--- config.mk ---
export PLATFORM = sky130hd
export DESIGN_NAME = vrbs_alu
export DESIGN_NICKNAME = d
export VERILOG_FILES = /design/src/rtl/core/vrbs_alu.sv
export SDC_FILE = /design/constraint.sdc
export NUM_CORES = 1
export LEC_CHECK = 0
export BUFFER_PORTS_ARGS = -buffer_cell sky130_fd_sc_hd__buf_4
export CAP_MARGIN = 20
export CORE_ASPECT_RATIO = 1.4
export CORE_MARGIN = 1.5
export CORE_UTILIZATION = 49
export DETAILED_ROUTE_END_ITERATION = 10
export PLACE_DENSITY = 0.9
export SLEW_MARGIN = 20
export SYNTH_ARGS = -nofsm -noshare
export SYNTH_HDL_FRONTEND = slang
export SYNTH_SLANG_ARGS = --single-unit
--- constraint.sdc ---
create_clock -name vclk -period 5.25
set_input_delay 0.525 -clock vclk [all_inputs]
set_output_delay 0.525 -clock vclk [all_outputs]
set_load 0.02 [all_outputs]
--- src/rtl/core/vrbs_alu.sv ---
// Shared add/subtract unit with a greater-than compare on the result.
`default_nettype none

module vrbs_alu #(
    parameter int W = 12
) (
    input  logic [W-1:0] a,
    input  logic [W-1:0] b,
    input  logic [W-1:0] c,
    input  logic         sub,
    output logic [W-1:0] sum,
    output logic         gt
);

    always_comb
    begin
        sum = sub ? (a - b) : (a + b);
        gt  = (sum > c);
    end

endmodule

`default_nettype wire

==> run_results.csv, run 1 <==
group,metric,value,unit
cells_and_area,fillCellCount,159,
place,place.port_buffers,50,
detailed_routing,drc,0,
detailed_routing,first_pass_iters,4,
sta,fin_hold_ws,1.479,ns
die,start_util,52.00,%
sta,relSlewSlack,73.90,%
detailed_routing,drt-total-wl,2689,um
setup_path,crit_required,4.72,ns
pwr,leakagePower,0.7797,nW
sta,finalCritPeriodShare,88.16,%
place,dp_hpwl,2436,um
yosys,syn_nets,200,
sta,setup_tns,0,ns
pwr,p_per_area,207.9,nW/um^2
cells_and_area,areaGrowthSynthToFinish,38.78,%
detailed_routing,met1_length,1003,um
die,ios,50,
detailed_routing,num_vias,1157,
cells_and_area,drive_gt1_share,28.88,%
pwr,ir_drop,0.09092,mV
cells_and_area,n_sequential_cell,0,
global_route,track_usage,22.07,%
global_route,grt_pass1_wl,4388,um
setup_path,cp-end-kind,"output pin",
yosys,syn_area,1026,um^2
global_route,overflow,0,
run_status,status,"complete, no violations",
sta,min_period,4.628,ns
cells_and_area,multi_input_area,935.9,um^2
detailed_routing,wl_met2,1600,um
yosys,ys_warn_count,0,
yosys,yosysUniqueCellTypes,34,
cells_and_area,regArea,0,um^2
clock_network,cts.repair.resized,0,
cells_and_area,n_antenna_cell,0,
sta,fmax,216.1,MHz
detailed_routing,viasPerCell,5.563,
place,routabilityCongestion,0.8337,
worst_hold_path,hold_class,"input port to output pin",
die,die-area,2381,um^2
sta,worstMarginPinSlew,0.3915,ns
detailed_routing,wl_per_cell,12.93,um
setup_path,path_class,"input port to output pin",
detailed_routing,drtAntennaViolNets,0,
setup_path,cp_max_fo,4,
yosys,ys_seq_area_share,0,%
cells_and_area,clockBufferCount,0,
die,coreArea,1973,um^2
die,die_h,57.14,um
die,num_rows,19,
detailed_routing,dr_wl_met3,50,um
clock_network,ctsHoldBuffers,0,
global_route,grt_max_degree,12,
sta,rsz0062_at_grt,"false",
sta,setup_viol,0,
global_route,antenna_found_initial,0,
setup_path,worstPathArrival,4.10,ns
detailed_routing,drt_iter0_drc,13,
run,drv_cap,0,
sta,finalHoldViolCount,0,
setup_path,critPathLaunchType,"input port",
die,die_w,41.68,um
yosys,syn-instance-count,138,
clock_network,cts_setup_buffers,0,
cells_and_area,nets,251,
yosys,avgSynthCellArea,7.435,um^2
detailed_routing,top_layer_used,"met4",
sta,slew_viol_final,0,
global_route,grt_pass1_vias,1161,
## Yosys cell counts, drive strengths merged
cell,n,area share [%]
nor4,1,2.1
o21a,2,1.5
and2,1,0.61
o31ai,1,0.73
nor2b,4,2.4
o2111ai,1,0.85
o22a,1,0.85
xor2,4,3.4
mux2i,1,0.98
nand2,3,1.1
and4,2,1.7
a31oi,3,1.8
or4,1,1.1
inv,23,8.4
nor2,10,3.7
o2111a,1,1.1
a21oi,12,5.9
clkbuf,1,0.37
a221o,3,2.9
ha,24,29
o211ai,1,0.73
and2b,1,0.85
nor3,3,1.5
or2,1,0.61
a21boi,1,0.73
a41o,1,0.98
nand4,1,0.61
a21o,5,3.7
fa,1,2.0
nand3,3,1.5
a221oi,1,0.85
xnor2,15,13
and3,1,0.61
o21ai,4,2.0
## final timing paths
check | from | cells after the start | end
setup / recovery | b[0] | 16 | gt
hold / removal | a[1] | 3 | sum[1]
## routing by layer
| layer | vias to the layer above | track usage [%] |
|---|---|---|
| li1 | 591 | - |
| met1 | 539 | 22.16 |
| met2 | 23 | 48.21 |
| met3 | 4 | 0.6329 |
| met4 | 0 | 3.687 |
| met5 | - | 0 |
## through the flow
stage | instances | worst slack [ns] | power [mW] | area (um^2) | util (%)
3_5_place_dp | 208 | 0.6418 | 0.2949 | 1424 | 72.16
6_report | 208 | 0.6218 | 0.2961 | 1424 | 72.16
2_1_floorplan | 138 | 0.8439 | 0.1893 | 1026 | -
3_3_place_gp | 208 | 0.6876 | 0.2842 | 1424 | 72.16
5_1_grt | 208 | 0.4750 | 0.3225 | 1424 | 72.16
4_1_cts | 208 | 0.6418 | 0.2956 | 1424 | 72.16
## report_power, final
part	leakage, nW	switching (mW)	internal [mW]
logic	0.780	0.157	0.140
registers	0	0	0
clock network	0	0	0
total	0.780	0.157	0.140
## area by class of cell
type	instances	area share, %
inverter	23	6.063
multi-input combinational	114	65.73
tap	21	1.845
timing repair buffer	50	26.36
## placed cells by master (no fill, tap or decap), drive strengths merged
master   synthesis  routed
a21boi           1       1
a21o             5       5
a21oi           12      12
a221o            3       3
a221oi           1       1
a31oi            3       3
a41o             1       1
and2             1       1
and2b            1       1
and3             1       1
and4             2       2
buf              0      50
fa               1       1
ha              24      24
inv             23      23
mux2i            1       1
nand2            3       3
nand3            3       3
nand4            1       1
nor2            10      10
nor2b            4       4
nor3             3       3
nor4             1       1
o2111a           1       1
o2111ai          1       1
o211ai           1       1
o21a             2       2
o21ai            4       4
o22a             1       1
o31ai            1       1
or2              1       1
or4              1       1
xnor2           15      15
xor2             4       4
## worst max-delay path, stage by stage
cell and delay (ns):
buf_4 0.11, inv_1 0.04, ha_1 0.27, mux2i_1 0.24
ha_1 0.28, nor2b_1 0.15, o31ai_1 0.27, a21oi_1 0.21
a31oi_1 0.24, xnor2_1 0.19, ha_1 0.30, and3_1 0.20
a221o_1 0.36, a221o_1 0.37, o22a_1 0.18, buf_4 0.15
## logic make-up (layout without fill, tap and decap cells)
kind of cell	after synthesis	count (layout)	synth area share [%]
XOR/XNOR	19	19	16.22
adder cells (fa/ha/maj)	25	25	31.22
multiplexers	1	1	0.9756
buffers and inverters	24	73	8.780
AND/OR/NAND/NOR	32	32	18.29
AO/OA/AOI/OAI	37	37	24.51
Note: power is estimated with default switching activity, not from simulation.
==> run 2: changes to the inputs <==
--- a/config.mk
+++ b/config.mk
@@ -8,7 +8,6 @@
 export BUFFER_PORTS_ARGS = -buffer_cell sky130_fd_sc_hd__buf_4
 export CAP_MARGIN = 20
 export CORE_ASPECT_RATIO = 1.4
-export CORE_MARGIN = 1.5
 export CORE_UTILIZATION = 49
 export DETAILED_ROUTE_END_ITERATION = 10
 export PLACE_DENSITY = 0.9
==> run 2 against run 1 <==
Effect of this change: final cell count unchanged; worst setup slack improved by 0.040 ns; hold slack about the same; critical path depth increased by 2; global-route usage increased by 3.0 points; core utilization unchanged; via count up 2.1%; combinational power is essentially flat; first-iteration DRC count grew 77%; critical path type unchanged; largest cell class unchanged; largest power group unchanged; highest routed layer unchanged.
==> run_results.csv, run 2 (synthesized netlist as in run 1, its figures left out) <==
group,metric,value,unit
pwr,p_per_area,209.1,nW/um^2
detailed_routing,viasPerCell,5.678,
sta,min_period,4.588,ns
sta,worstMarginPinSlew,0.3972,ns
setup_path,cp-endpoint,"gt",
detailed_routing,drtAntennaViolNets,0,
setup_path,worstPathCellList,"buf_4, inv_1, ha_1, nor2b_1, a21oi_1, xnor2_1, ha_1, nand2_1, o21ai_0, or2_2, a21oi_1, xnor2_1, ha_1, and3_1, a221o_1, a221o_1, o22a_1, buf_4",
clock_network,cts_setup_buffers,0,
die,coreArea,1973,um^2
setup_path,cp_max_fo,4,
sta,fmax,218.0,MHz
cells_and_area,fin_area,1424,um^2
setup_path,crit_required,4.72,ns
global_route,grt_max_degree,12,
global_route,overflow,0,
clock_network,ctsHoldBuffers,0,
die,num_rows,19,
cells_and_area,final_common_cell,"buf_4",
cells_and_area,areaGrowthSynthToFinish,38.78,%
die,ios,50,
setup_path,critPathBufInv,3,
place,routabilityCongestion,0.8286,
die,start_util,52.00,%
place,dp_hpwl,2492,um
detailed_routing,drc,0,
setup_path,critPathLaunchType,"input port",
setup_path,cp_num_cells,18,
setup_path,worstPathArrival,4.06,ns
global_route,grt_pass1_wl,4222,um
cells_and_area,n_antenna_cell,0,
die,die_h,56.14,um
cells_and_area,n_sequential_cell,0,
sta,slew_viol_final,0,
setup_path,path_delay_family,"compound AO/OA/AOI/OAI gates",
global_route,antenna_found_initial,0,
sta,setup_viol,0,
setup_path,cp-end-kind,"output pin",
detailed_routing,num_vias,1181,
setup_path,cpMaxStageDelayCell,"a221o_1",
global_route,grt_pass1_vias,1142,
place,place.port_buffers,50,
detailed_routing,drt-total-wl,2708,um
cells_and_area,layout_common_cells,"50 x buf_4, 24 x ha_1, 23 x inv_1, 15 x xnor2_1, 12 x a21oi_1",
clock_network,cts.repair.resized,0,
sta,setup_tns,0,ns
sta,finalHoldViolCount,0,
detailed_routing,drt_iter0_drc,23,
pwr,leakagePower,0.7797,nW
place,preCtsSetupSlack,0.6656,ns
setup_path,slowest_delay,0.36,ns
cells_and_area,drive_gt1_share,28.88,%
die,die-area,2283,um^2
setup_path,path_class,"input port to output pin",
sta,relSlewSlack,73.52,%
global_route,track_usage,25.07,%
worst_hold_path,hold_class,"input port to output pin",
run_status,status,"complete, no violations",
run,drv_cap,0,
place,placed_area,1424,um^2
detailed_routing,first_pass_iters,4,
die,die_w,40.68,um
sta,setup_ws,0.6619,ns
cells_and_area,clockBufferCount,0,
cells_and_area,regArea,0,um^2
detailed_routing,wl_per_cell,13.02,um
pwr,ir_drop,0.09503,mV
setup_path,crit_top_cell,"ha_1",
sta,rsz0062_at_grt,"false",
sta,fin_hold_ws,1.479,ns
sta,finalCritPeriodShare,87.39,%
setup_path,crit_start,"b[0]",
cells_and_area,nets,251,
[run 2: area by class of cell]
type / count / area [um^2]
Fill cell: 166 / 549.3
Inverter: 23 / 86.33
Multi-Input combinational cell: 114 / 935.9
Tap cell: 21 / 26.28
Timing Repair Buffer: 50 / 375.4
[run 2: per-stage QoR]
step                      util, %  cells  total power [mW]
after floorplan                 -    138            0.1893
after global placement      72.16    208            0.2838
after detailed placement    72.16    208            0.2976
after CTS                   72.16    208            0.2982
after global routing        72.16    208            0.3230
final                       72.16    208            0.2978
[run 2: worst min-delay path by stage]
| stage | from | to | slack [ns] | depth (start not counted) |
|---|---|---|---|---|
| final | a[1] | sum[1] | 1.48 | 3 |
| after global routing | a[1] | sum[1] | 1.50 | 3 |
| after CTS | a[1] | sum[1] | 1.48 | 3 |
| after detailed placement | a[1] | sum[1] | 1.48 | 3 |
| after global placement | a[1] | sum[1] | 1.48 | 3 |
| after floorplan | b[0] | sum[0] | 1.26 | 2 |
[run 2: power by group]
part,internal [mW],leakage [nW],switching [mW]
registers,0,0,0
logic,0.140,0.780,0.157
clock network,0,0,0
total,0.140,0.780,0.157
[run 2: layer usage]
metal / GRT usage, % / part of all wire [%] / vias to the layer above
met5: 0 / 0 / -
met4: 3.333 / 1.1 / 0
met3: 0.4000 / 2.5 / 4
li1: - / - / 589
met2: 53.74 / 62 / 37
met1: 22.36 / 34 / 551
